===== config.mk =====
export PLATFORM = sky130hd
export DESIGN_NAME = masked_byte_pattern_search_flat
export DESIGN_NICKNAME = d
export VERILOG_FILES = /design/src/design/mbps_pkg.sv /design/src/design/mbps_if.sv /design/src/design/mbps_front.sv /design/src/design/mbps_queue.sv /design/src/design/mbps_back.sv /design/src/design/masked_byte_pattern_search.sv /design/src/flat_wrapper.sv
export SDC_FILE = /design/constraint.sdc
export NUM_CORES = 2
export LEC_CHECK = 0
export BUFFER_PORTS_ARGS = -buffer_cell sky130_fd_sc_hd__buf_2
export CAP_MARGIN = 20
export CORE_MARGIN = 2
export CORE_UTILIZATION = 30
export CTS_CLUSTER_SIZE = 28
export DETAILED_ROUTE_END_ITERATION = 8
export PLACE_DENSITY_LB_ADDON = 0.15
export SYNTH_ARGS = -nofsm -noshare
export SYNTH_HDL_FRONTEND = slang
export SYNTH_SLANG_ARGS = --single-unit

===== constraint.sdc =====
create_clock -name clk -period 13.2 [get_ports clk]
set_input_delay 2.64 -clock clk [delete_from_list [all_inputs] [get_ports clk]]
set_output_delay 2.64 -clock clk [all_outputs]
set_load 0.02 [all_outputs]

===== src/design/mbps_pkg.sv =====
// ----------------------------------------------------------------------------
// Masked byte pattern search package
// Register indexes, configuration widths and the pattern setup record that
// the front end uses to compare the window against the pattern.
// ----------------------------------------------------------------------------
`default_nettype none

package mbps_pkg;

  localparam int CFG_INDEX_W   = 3;
  localparam int CFG_DATA_W    = 64;
  localparam int PATTERN_BYTES = 32;
  localparam int LENGTH_W      = 6;
  localparam int ADDRESS_W     = 64;
  localparam int RESULT_OFF_W  = 32;
  localparam int QUEUE_DEPTH   = 2;

  typedef enum logic [CFG_INDEX_W-1:0] {
    REG_PATTERN_LENGTH = 3'd0,
    REG_PATTERN_WORD_0 = 3'd1,
    REG_PATTERN_WORD_1 = 3'd2,
    REG_PATTERN_WORD_2 = 3'd3,
    REG_PATTERN_WORD_3 = 3'd4,
    REG_CARE_MASK      = 3'd5,
    REG_BASE_ADDRESS   = 3'd6
  } cfg_reg_t;

  // Pattern setup as seen by the front end.
  typedef struct packed {
    logic [LENGTH_W-1:0]          pattern_length;
    logic [PATTERN_BYTES-1:0]     care_mask;
    logic [8*PATTERN_BYTES-1:0]   pattern_bytes;
  } match_cfg_t;

endpackage

`default_nettype wire


===== src/design/mbps_if.sv =====
// ----------------------------------------------------------------------------
// Masked byte pattern search channels
// Valid/ready channels for region bytes and for search results.
// ----------------------------------------------------------------------------
`default_nettype none

interface mbps_in_if;
  logic       valid;
  logic       ready;
  logic [7:0] data_byte;
  logic       last_byte;

  modport source (output valid, output data_byte, output last_byte, input ready);
  modport sink   (input valid, input data_byte, input last_byte, output ready);
endinterface

interface mbps_out_if;
  logic        valid;
  logic        ready;
  logic        found;
  logic [31:0] match_offset;
  logic [63:0] match_address;

  modport source (output valid, output found, output match_offset, output match_address,
                  input ready);
  modport sink   (input valid, input found, input match_offset, input match_address,
                  output ready);
endinterface

`default_nettype wire


===== src/design/mbps_front.sv =====
// ----------------------------------------------------------------------------
// Masked byte pattern search front end
// Shifts region bytes into the window, compares the window ending at the
// newest byte with the pattern and records the first match of the region.
// ----------------------------------------------------------------------------
`default_nettype none

module mbps_front #(
  parameter int PATTERN_MAX = 32,
  parameter int OFFSET_BITS = 32
) (
  input  wire                      clk,
  input  wire                      rst_n,
  mbps_in_if.sink                  in_ch,
  input  wire mbps_pkg::match_cfg_t cfg,
  input  wire                      q_full,
  output logic                     q_push,
  output logic [OFFSET_BITS:0]     q_push_data
);
  import mbps_pkg::*;

  localparam int NW = $clog2(PATTERN_MAX + 1);
  localparam int IW = (PATTERN_MAX > 1) ? $clog2(PATTERN_MAX) : 1;
  localparam int PK = (PATTERN_MAX < PATTERN_BYTES) ? PATTERN_MAX : PATTERN_BYTES;

  logic [7:0]             win_r [PATTERN_MAX];
  logic [7:0]             win_nxt [PATTERN_MAX];
  logic [OFFSET_BITS-1:0] seen_r, seen_nxt;
  logic                   match_r, match_nxt;
  logic [OFFSET_BITS-1:0] first_r, first_nxt;

  logic [NW-1:0]          act_len;
  logic                   window_hit;
  logic                   new_hit;
  logic                   accept;
  logic [OFFSET_BITS-1:0] count;
  logic [OFFSET_BITS-1:0] hit_offset;

  assign in_ch.ready = !q_full;
  assign accept      = in_ch.valid && in_ch.ready;

  // Active length: zero counts as one, long patterns saturate.
  always_comb begin
    if (cfg.pattern_length == '0) begin
      act_len = NW'(1);
    end else if (int'(cfg.pattern_length) > PATTERN_MAX) begin
      act_len = NW'(PATTERN_MAX);
    end else begin
      act_len = NW'(cfg.pattern_length);
    end
  end

  always_comb begin
    win_nxt[0] = in_ch.data_byte;
    for (int j = 1; j < PATTERN_MAX; j++) begin
      win_nxt[j] = win_r[j-1];
    end
  end

  // Pattern byte k lines up with window entry act_len-1-k. Bytes past the
  // configurable pattern storage are always wildcards.
  always_comb begin
    int         len_i;
    logic [IW-1:0] idx;
    len_i      = int'(act_len);
    window_hit = 1'b1;
    idx        = '0;
    for (int k = 0; k < PK; k++) begin
      idx = IW'(len_i - 1 - k);
      if (k < len_i && cfg.care_mask[k] &&
          win_nxt[idx] != cfg.pattern_bytes[8*k +: 8]) begin
        window_hit = 1'b0;
      end
    end
  end

  assign count      = seen_r + OFFSET_BITS'(1);
  assign hit_offset = count - OFFSET_BITS'(act_len);
  assign new_hit    = !(&seen_r) && !match_r &&
                      (count >= OFFSET_BITS'(act_len)) && window_hit;

  always_comb begin
    seen_nxt  = seen_r;
    match_nxt = match_r;
    first_nxt = first_r;
    if (accept) begin
      if (in_ch.last_byte) begin
        seen_nxt  = '0;
        match_nxt = 1'b0;
        first_nxt = '0;
      end else begin
        if (!(&seen_r)) begin
          seen_nxt = count;
        end
        if (new_hit) begin
          match_nxt = 1'b1;
          first_nxt = hit_offset;
        end
      end
    end
  end

  assign q_push      = accept && in_ch.last_byte;
  assign q_push_data = {match_r || new_hit, new_hit ? hit_offset : first_r};

  always_ff @(posedge clk) begin
    if (!rst_n) begin
      seen_r  <= '0;
      match_r <= 1'b0;
      first_r <= '0;
    end else begin
      seen_r  <= seen_nxt;
      match_r <= match_nxt;
      first_r <= first_nxt;
    end
  end

  always_ff @(posedge clk) begin
    if (accept) begin
      win_r <= win_nxt;
    end
  end

endmodule

`default_nettype wire


===== src/design/mbps_queue.sv =====
// ----------------------------------------------------------------------------
// Masked byte pattern search result queue
// Short first-in first-out queue between the front end and the back end.
// ----------------------------------------------------------------------------
`default_nettype none

module mbps_queue #(
  parameter int WIDTH = 33
) (
  input  wire              clk,
  input  wire              rst_n,
  input  wire              push,
  input  wire [WIDTH-1:0]  push_data,
  input  wire              pop,
  output logic [WIDTH-1:0] pop_data,
  output logic             full,
  output logic             empty
);
  import mbps_pkg::*;

  localparam int PW = (QUEUE_DEPTH > 1) ? $clog2(QUEUE_DEPTH) : 1;
  localparam int CW = $clog2(QUEUE_DEPTH + 1);

  logic [WIDTH-1:0] mem_r [QUEUE_DEPTH];
  logic [PW-1:0]    wr_ptr_r, wr_ptr_nxt;
  logic [PW-1:0]    rd_ptr_r, rd_ptr_nxt;
  logic [CW-1:0]    cnt_r, cnt_nxt;

  assign full     = (cnt_r == CW'(QUEUE_DEPTH));
  assign empty    = (cnt_r == '0);
  assign pop_data = mem_r[rd_ptr_r];

  always_comb begin
    wr_ptr_nxt = wr_ptr_r;
    rd_ptr_nxt = rd_ptr_r;
    cnt_nxt    = cnt_r;
    if (push) begin
      wr_ptr_nxt = (wr_ptr_r == PW'(QUEUE_DEPTH - 1)) ? '0 : wr_ptr_r + PW'(1);
    end
    if (pop) begin
      rd_ptr_nxt = (rd_ptr_r == PW'(QUEUE_DEPTH - 1)) ? '0 : rd_ptr_r + PW'(1);
    end
    if (push && !pop) begin
      cnt_nxt = cnt_r + CW'(1);
    end else if (pop && !push) begin
      cnt_nxt = cnt_r - CW'(1);
    end
  end

  always_ff @(posedge clk) begin
    if (!rst_n) begin
      wr_ptr_r <= '0;
      rd_ptr_r <= '0;
      cnt_r    <= '0;
    end else begin
      wr_ptr_r <= wr_ptr_nxt;
      rd_ptr_r <= rd_ptr_nxt;
      cnt_r    <= cnt_nxt;
    end
  end

  always_ff @(posedge clk) begin
    if (push) begin
      mem_r[wr_ptr_r] <= push_data;
    end
  end

endmodule

`default_nettype wire


===== src/design/mbps_back.sv =====
// ----------------------------------------------------------------------------
// Masked byte pattern search back end
// Takes a finished region from the queue, forms the match address and holds
// the result in the output register until the receiver takes it.
// ----------------------------------------------------------------------------
`default_nettype none

module mbps_back #(
  parameter int OFFSET_BITS = 32
) (
  input  wire                                clk,
  input  wire                                rst_n,
  input  wire [mbps_pkg::ADDRESS_W-1:0]      base_address,
  input  wire                                q_empty,
  input  wire [OFFSET_BITS:0]                q_pop_data,
  output logic                               q_pop,
  mbps_out_if.source                         out_ch
);
  import mbps_pkg::*;

  logic                    valid_r, valid_nxt;
  logic                    found_r;
  logic [RESULT_OFF_W-1:0] offset_r;
  logic [ADDRESS_W-1:0]    address_r;
  logic                    rec_found;
  logic [OFFSET_BITS-1:0]  rec_offset;

  assign rec_found  = q_pop_data[OFFSET_BITS];
  assign rec_offset = q_pop_data[OFFSET_BITS-1:0];

  // The output register reloads whenever it is empty or being drained.
  assign q_pop = !q_empty && (!valid_r || out_ch.ready);

  always_comb begin
    valid_nxt = valid_r;
    if (q_pop) begin
      valid_nxt = 1'b1;
    end else if (out_ch.ready) begin
      valid_nxt = 1'b0;
    end
  end

  always_ff @(posedge clk) begin
    if (!rst_n) begin
      valid_r <= 1'b0;
    end else begin
      valid_r <= valid_nxt;
    end
  end

  always_ff @(posedge clk) begin
    if (q_pop) begin
      found_r <= rec_found;
      if (rec_found) begin
        offset_r  <= RESULT_OFF_W'(rec_offset);
        address_r <= base_address + ADDRESS_W'(rec_offset);
      end else begin
        offset_r  <= '0;
        address_r <= '0;
      end
    end
  end

  assign out_ch.valid         = valid_r;
  assign out_ch.found         = found_r;
  assign out_ch.match_offset  = offset_r;
  assign out_ch.match_address = address_r;

endmodule

`default_nettype wire


===== src/design/masked_byte_pattern_search.sv =====
// ----------------------------------------------------------------------------
// Masked byte pattern search
// Streaming search of a byte region for the first window that matches a
// configured pattern with per-byte wildcards.
// ----------------------------------------------------------------------------
// Usage:
//   The region arrives on in_ch, one byte per request, in address order;
//   last_byte marks its final byte. Each byte closes the window that ends
//   at it, and that window is compared with the pattern in the same cycle.
//   The first match of the region is remembered. Only the last byte of a
//   region causes a result, delivered on out_ch: found, the window start
//   offset and base_address plus that offset (both zero without a match).
//   The block takes one byte per cycle, back to back, while the queue is
//   not full. out_ch.valid rises after the last byte is taken: the front
//   end pushes the result into a two-entry queue, and the back end pops it
//   and forms the address in its output register. If the receiver stalls,
//   the output register holds its result and the queue absorbs two more
//   regions; in_ch.ready falls only when the queue is full. Reset returns
//   the registers to their defaults and empties the scan state, queue and
//   output register; no clearing pass is needed. Registers are written
//   through cfg_we, cfg_index and cfg_data. The user must write them only
//   while no region is in progress and no result is pending; the block
//   itself does not enforce this.
// ----------------------------------------------------------------------------
`default_nettype none

module masked_byte_pattern_search #(
  parameter int PATTERN_MAX = 32,
  parameter int OFFSET_BITS = 32
) (
  input  wire                                 clk,
  input  wire                                 rst_n,
  mbps_in_if.sink                             in_ch,
  mbps_out_if.source                          out_ch,
  input  wire                                 cfg_we,
  input  wire [mbps_pkg::CFG_INDEX_W-1:0]     cfg_index,
  input  wire [mbps_pkg::CFG_DATA_W-1:0]      cfg_data
);
  import mbps_pkg::*;

  // Configuration registers.
  logic [LENGTH_W-1:0]        pattern_length_r;
  logic [8*PATTERN_BYTES-1:0] pattern_bytes_r;
  logic [PATTERN_BYTES-1:0]   care_mask_r;
  logic [ADDRESS_W-1:0]       base_address_r;
  match_cfg_t                 match_cfg;

  // Queue connections between the front end and the back end.
  logic                   q_push;
  logic [OFFSET_BITS:0]   q_push_data;
  logic                   q_pop;
  logic [OFFSET_BITS:0]   q_pop_data;
  logic                   q_full;
  logic                   q_empty;

  always_ff @(posedge clk) begin
    if (!rst_n) begin
      pattern_length_r <= LENGTH_W'(1);
      pattern_bytes_r  <= '0;
      care_mask_r      <= '0;
      base_address_r   <= '0;
    end else if (cfg_we) begin
      case (cfg_reg_t'(cfg_index))
        REG_PATTERN_LENGTH: pattern_length_r <= cfg_data[LENGTH_W-1:0];
        REG_PATTERN_WORD_0: pattern_bytes_r[63:0]    <= cfg_data;
        REG_PATTERN_WORD_1: pattern_bytes_r[127:64]  <= cfg_data;
        REG_PATTERN_WORD_2: pattern_bytes_r[191:128] <= cfg_data;
        REG_PATTERN_WORD_3: pattern_bytes_r[255:192] <= cfg_data;
        REG_CARE_MASK:      care_mask_r <= cfg_data[PATTERN_BYTES-1:0];
        REG_BASE_ADDRESS:   base_address_r <= cfg_data;
        default: begin
        end
      endcase
    end
  end

  assign match_cfg.pattern_length = pattern_length_r;
  assign match_cfg.care_mask      = care_mask_r;
  assign match_cfg.pattern_bytes  = pattern_bytes_r;

  mbps_front #(
    .PATTERN_MAX (PATTERN_MAX),
    .OFFSET_BITS (OFFSET_BITS)
  ) u_front (
    .clk         (clk),
    .rst_n       (rst_n),
    .in_ch       (in_ch),
    .cfg         (match_cfg),
    .q_full      (q_full),
    .q_push      (q_push),
    .q_push_data (q_push_data)
  );

  mbps_queue #(
    .WIDTH (OFFSET_BITS + 1)
  ) u_queue (
    .clk       (clk),
    .rst_n     (rst_n),
    .push      (q_push),
    .push_data (q_push_data),
    .pop       (q_pop),
    .pop_data  (q_pop_data),
    .full      (q_full),
    .empty     (q_empty)
  );

  mbps_back #(
    .OFFSET_BITS (OFFSET_BITS)
  ) u_back (
    .clk          (clk),
    .rst_n        (rst_n),
    .base_address (base_address_r),
    .q_empty      (q_empty),
    .q_pop_data   (q_pop_data),
    .q_pop        (q_pop),
    .out_ch       (out_ch)
  );

endmodule

`default_nettype wire


===== src/flat_wrapper.sv =====
// flat-port wrapper written by rule: the top's interface ports become plain ports
module masked_byte_pattern_search_flat import mbps_pkg::*;
#(
  parameter int PATTERN_MAX = 32,
  parameter int OFFSET_BITS = 32
)
  (clk, rst_n, cfg_we, cfg_index, cfg_data, in_ch_valid, in_ch_data_byte, in_ch_last_byte, in_ch_ready, out_ch_valid, out_ch_found, out_ch_match_offset, out_ch_match_address, out_ch_ready);
  mbps_in_if in_ch_i ();
  mbps_out_if out_ch_i ();
  input  wire clk;
  input  wire rst_n;
  input  wire cfg_we;
  input  wire [mbps_pkg::CFG_INDEX_W-1:0] cfg_index;
  input  wire [mbps_pkg::CFG_DATA_W-1:0] cfg_data;
  input wire logic [$bits(in_ch_i.valid)-1:0] in_ch_valid;
  input wire logic [$bits(in_ch_i.data_byte)-1:0] in_ch_data_byte;
  input wire logic [$bits(in_ch_i.last_byte)-1:0] in_ch_last_byte;
  output wire logic [$bits(in_ch_i.ready)-1:0] in_ch_ready;
  output wire logic [$bits(out_ch_i.valid)-1:0] out_ch_valid;
  output wire logic [$bits(out_ch_i.found)-1:0] out_ch_found;
  output wire logic [$bits(out_ch_i.match_offset)-1:0] out_ch_match_offset;
  output wire logic [$bits(out_ch_i.match_address)-1:0] out_ch_match_address;
  input wire logic [$bits(out_ch_i.ready)-1:0] out_ch_ready;
  assign in_ch_i.valid = in_ch_valid;
  assign in_ch_i.data_byte = in_ch_data_byte;
  assign in_ch_i.last_byte = in_ch_last_byte;
  assign in_ch_ready = in_ch_i.ready;
  assign out_ch_valid = out_ch_i.valid;
  assign out_ch_found = out_ch_i.found;
  assign out_ch_match_offset = out_ch_i.match_offset;
  assign out_ch_match_address = out_ch_i.match_address;
  assign out_ch_i.ready = out_ch_ready;
  masked_byte_pattern_search #(.PATTERN_MAX(PATTERN_MAX), .OFFSET_BITS(OFFSET_BITS)) u_core (.clk(clk), .rst_n(rst_n), .in_ch(in_ch_i), .out_ch(out_ch_i), .cfg_we(cfg_we), .cfg_index(cfg_index), .cfg_data(cfg_data));
endmodule

==> results by group <==
Run status
  – Outcome: complete, no violations

GRT
  – Largest net degree at the start of global routing: 168
  – Number of global-route vias before repair: 50600
  – Initial antenna violation count: 22
  – Global-route wire length before repair: 396000 um
  – GRT Util Overall: 26.3%
  – Grt ovf: 0

Power and ir drop
  – PwrDens: 154 mW/mm2
  – Net switching power: 4.22 mW
  – Power Internal: 6.29 mW
  – Leak: 23.4 nW
  – Seq pwr share: 34.7%
  – Max VDD drop: 0.104 mV
  – Switch share: 40.2%
  – Clock share of power: 29.0%
  – Gate power share: 36.3%

Floorplan
  – Initial core utilization: 30.2%
  – Die Height: 455 um
  – Core area: 0.202 mm2
  – FP Rows: 165
  – Die W: 455 um
  – # IOs: 180
  – Die area: 0.207 mm2

Layout
  – Post-Layout Cell Count: 9436
  – Number of nets in the layout: 6810
  – Layout cells sized above 1: 13.4%
  – Area Growth Syn to Fin: 11.7%
  – Filler cell count in the final layout: 20700

Worst setup path
  – CP Cell Sequence: nor4_2 -> buf_4 -> o21ai_4 -> inv_1 -> ha_4 -> buf_4 -> buf_4 -> nand2b_1 -> o21a_1 -> o2111ai_1 -> o22a_1 -> o221ai_1 -> xor2_1 -> nor2_1 -> nand4_1 -> a22oi_1 -> nand4_1 -> nor4_1 -> and4_2 -> and3_1 -> buf_4 -> a22o_1
  – CP Max Fanout: 87
  – Most frequent CP cell: buf_4
  – Critical path buffer and inverter count: 5
  – Critical path class: reg2reg
  – CP required: 13.94 ns
  – Crit-path slowest cell: and4_2
  – Critical Path Sink Type: flop
  – Critical path arrival: 10.87 ns
  – Crit path max-delay family: simple AND/OR/NAND/NOR gates
  – Startpoint Class: flop
  – Slowest Stage Delay on Critical Path: 1.11 ns

Clock tree
  – Clock Latency Late Sink: 0.80 ns
  – Cts hold-fix bufs: 0
  – Post-CTS sizing: 0
  – CTS Buf Count: 103
  – CTS Buffer Depth: 3
  – CTS tree: built
  – CTS Root Buffer Type: clkbuf_16
  – Clock transition at path regs: 0.06 ns
  – CTS sink cnt: 840
  – Setup Fix Bufs, Post-CTS: 0
  – H-tree levels: 3

STA
  – Final-report hold violation count: 0
  – Setup TNS Final: 0 ns
  – Min Tclk post-route: 10.13 ns
  – Unrepaired setup endpoints after global routing: no
  – Rel. slew slack: 9.95%
  – Final setup fails: 0
  – Tcrit/Tclk final: 76.8%
  – Final max-slew violation count: 0
  – Max Freq: 98.7 MHz
  – Worst Clk Skew: 0.0636 ns
  – Worst-Margin Slew: 1.34 ns

Route
  – Vias per inst: 5.91
  – Top Metal Used: met5
  – Residual DRC: 0
  – Post-route ant nets: 0
  – Detailed Route Iter0 Violations: 6645
  – WL met1: 130000 um
  – Total number of vias: 55700
  – Wire per inst: 29.9 um
  – Met2 WL: 119000 um
  – Drt pass-1 iters: 6
  – Routed wl met3: 21900 um
  – Post-Route WL: 282000 um

Synth
  – Mapped Nets: 6912
  – Cell taking the most area after synthesis: edfxtp_1
  – Mean post-synth cell area: 9.02 um2
  – Area contributors post-synth: edfxtp_1 (20%), dfxtp_1 (14%), mux2i_1 (10%)
  – Synthesis Warnings: 0
  – Unique cell type count in the Yosys netlist: 90
  – Post-synth EDFFs: 411
  – Netlist Area Pre-Place: 0.0610 mm2
  – Seq cells post-synth: 840
  – Synth top area share: 20.2%
  – Sequential area share after synthesis: 34.3%
  – Post-synth top flop: dfxtp_1
  – Synth async-reset ratio: 0%
  – Syn Inst Count: 6771

Place
  – Count of buffers from port buffering: 179
  – Final Wtd Congestion: 0.981
  – Dpl hpwl: 205000 um
  – Inst Count DP: 9224

Worst hold path
  – Hold Path Class: reg2reg

Run
  – Reported max-cap violation count: 0
-- registers in the layout, indices dropped and copies added (netlist names), named ones only --
signal / count
u_core.base_address_r: 64
u_core.care_mask_r: 32
u_core.pattern_bytes_r: 256
u_core.pattern_length_r: 6
u_core.u_back.out_ch.found: 1
u_core.u_back.out_ch.match_address: 64
u_core.u_back.out_ch.match_offset: 32
u_core.u_back.out_ch.valid: 1
u_core.u_front.first_r: 32
u_core.u_front.match_r: 1
u_core.u_front.seen_r: 32
u_core.u_front.win_nxt: 248
u_core.u_queue.cnt_r: 2
u_core.u_queue.mem_r: 66
u_core.u_queue.rd_ptr_r: 1
u_core.u_queue.wr_ptr_r: 1
-- routing by layer --
| layer | vias up | GRT usage (%) |
|---|---|---|
| li1 | 24900 | - |
| met1 | 28100 | 38.4 |
| met2 | 2362 | 38.4 |
| met3 | 310 | 4.14 |
| met4 | 4 | 10.2 |
| met5 | - | 0.0460 |
-- cells by family after synthesis --
group	share of synthesized area [%]
simple gates	20.1
xor+xnor	8.24
buf+inv	4.11
fa+ha+maj	1.25
mux	18.4
flops	34.3
compound gates	13.6
-- placed cells by master (no fill, tap or decap), types with 141 or more instances in the layout --
cell type | synthesis | routed
nand2_1 | 1014 | 1012
mux2i_1 | 629 | 628
a21oi_1 | 478 | 478
dfxtp_1 | 429 | 426
edfxtp_1 | 411 | 411
nor3_1 | 346 | 344
xnor2_1 | 292 | 290
xor2_1 | 268 | 268
nor2_1 | 257 | 251
nor3b_1 | 222 | 222
mux2_2 | 196 | 196
buf_2 | 93 | 179
buf_4 | 5 | 142
o21ai_0 | 169 | 141
-- stage by stage --
step / cell area, um2 / total power [mW] / utilization [%] / hold WS [ns] / setup WS [ns]
finish: 68200 / 10.5 / 33.7 / 0.454 / 3.07
global route: 68200 / 10.9 / 33.7 / 0.479 / 2.74
CTS: 68100 / 10.5 / 33.6 / 0.457 / 3.29
detailed placement: 64500 / 7.42 / 31.9 / 0.449 / 3.32
global placement: 64400 / 7.40 / 31.9 / 0.439 / 3.36
floorplan: 61000 / 5.91 / - / 0.432 / 2.90
-- final cells by class --
type | count | area [um2] | area share, %
Multi-Input combinational cell | 5320 | 37900 | 55.5
Sequential cell | 840 | 20900 | 30.7
Tap cell | 2672 | 3340 | 4.90
Clock buffer | 139 | 2910 | 4.27
Timing Repair Buffer | 339 | 2200 | 3.23
Clock inverter | 52 | 669 | 0.981
Inverter | 65 | 259 | 0.380
Antenna cell | 9 | 22.5 | 0.0330
-- power groups by stage --
stage                     registers, mW  clock network [mW]  logic (mW)
after floorplan                    3.71                   0        2.19
after global placement             3.69                   0        3.71
after detailed placement           3.69                   0        3.73
after CTS                          3.64                3.11        3.75
after global routing               3.69                3.20        4.01
final                              3.65                3.04        3.82
-- tightest hold or removal path, delay by kind of cell (launching register included) --
kind | cells | cell delay, ns
AND/OR/NAND/NOR | 1 | 0.05
flip-flops | 1 | 0.31
AO/OA/AOI/OAI | 1 | 0.05
-- cell usage after synthesis (all sizes together), types with 110 or more instances --
cell type / instances
a21oi: 478
buf: 169
clkbuf: 377
dfxtp: 429
edfxtp: 411
mux2: 196
mux2i: 630
mux4: 121
nand2: 1015
nand4: 139
nor2: 259
nor3: 348
nor3b: 222
o21ai: 181
or3: 110
xnor2: 293
xor2: 272
-- final timing paths --
kind / startpoint / endpoint / slack, ns / depth (start not counted)
min reg2reg: u_core.care_mask_r[3]$_SDFFE_PN0P_ / u_core.care_mask_r[3]$_SDFFE_PN0P_ / 0.45 / 2
max reg2reg: u_core.pattern_length_r[1]$_SDFFE_PN0P_ / u_core.u_front.first_r[20]$_SDFFE_PN0P_ / 3.07 / 22
min: u_core.care_mask_r[3]$_SDFFE_PN0P_ / u_core.care_mask_r[3]$_SDFFE_PN0P_ / 0.45 / 2
max: u_core.pattern_length_r[1]$_SDFFE_PN0P_ / u_core.u_front.first_r[20]$_SDFFE_PN0P_ / 3.07 / 22
Note: power is estimated with default switching activity, not from simulation.
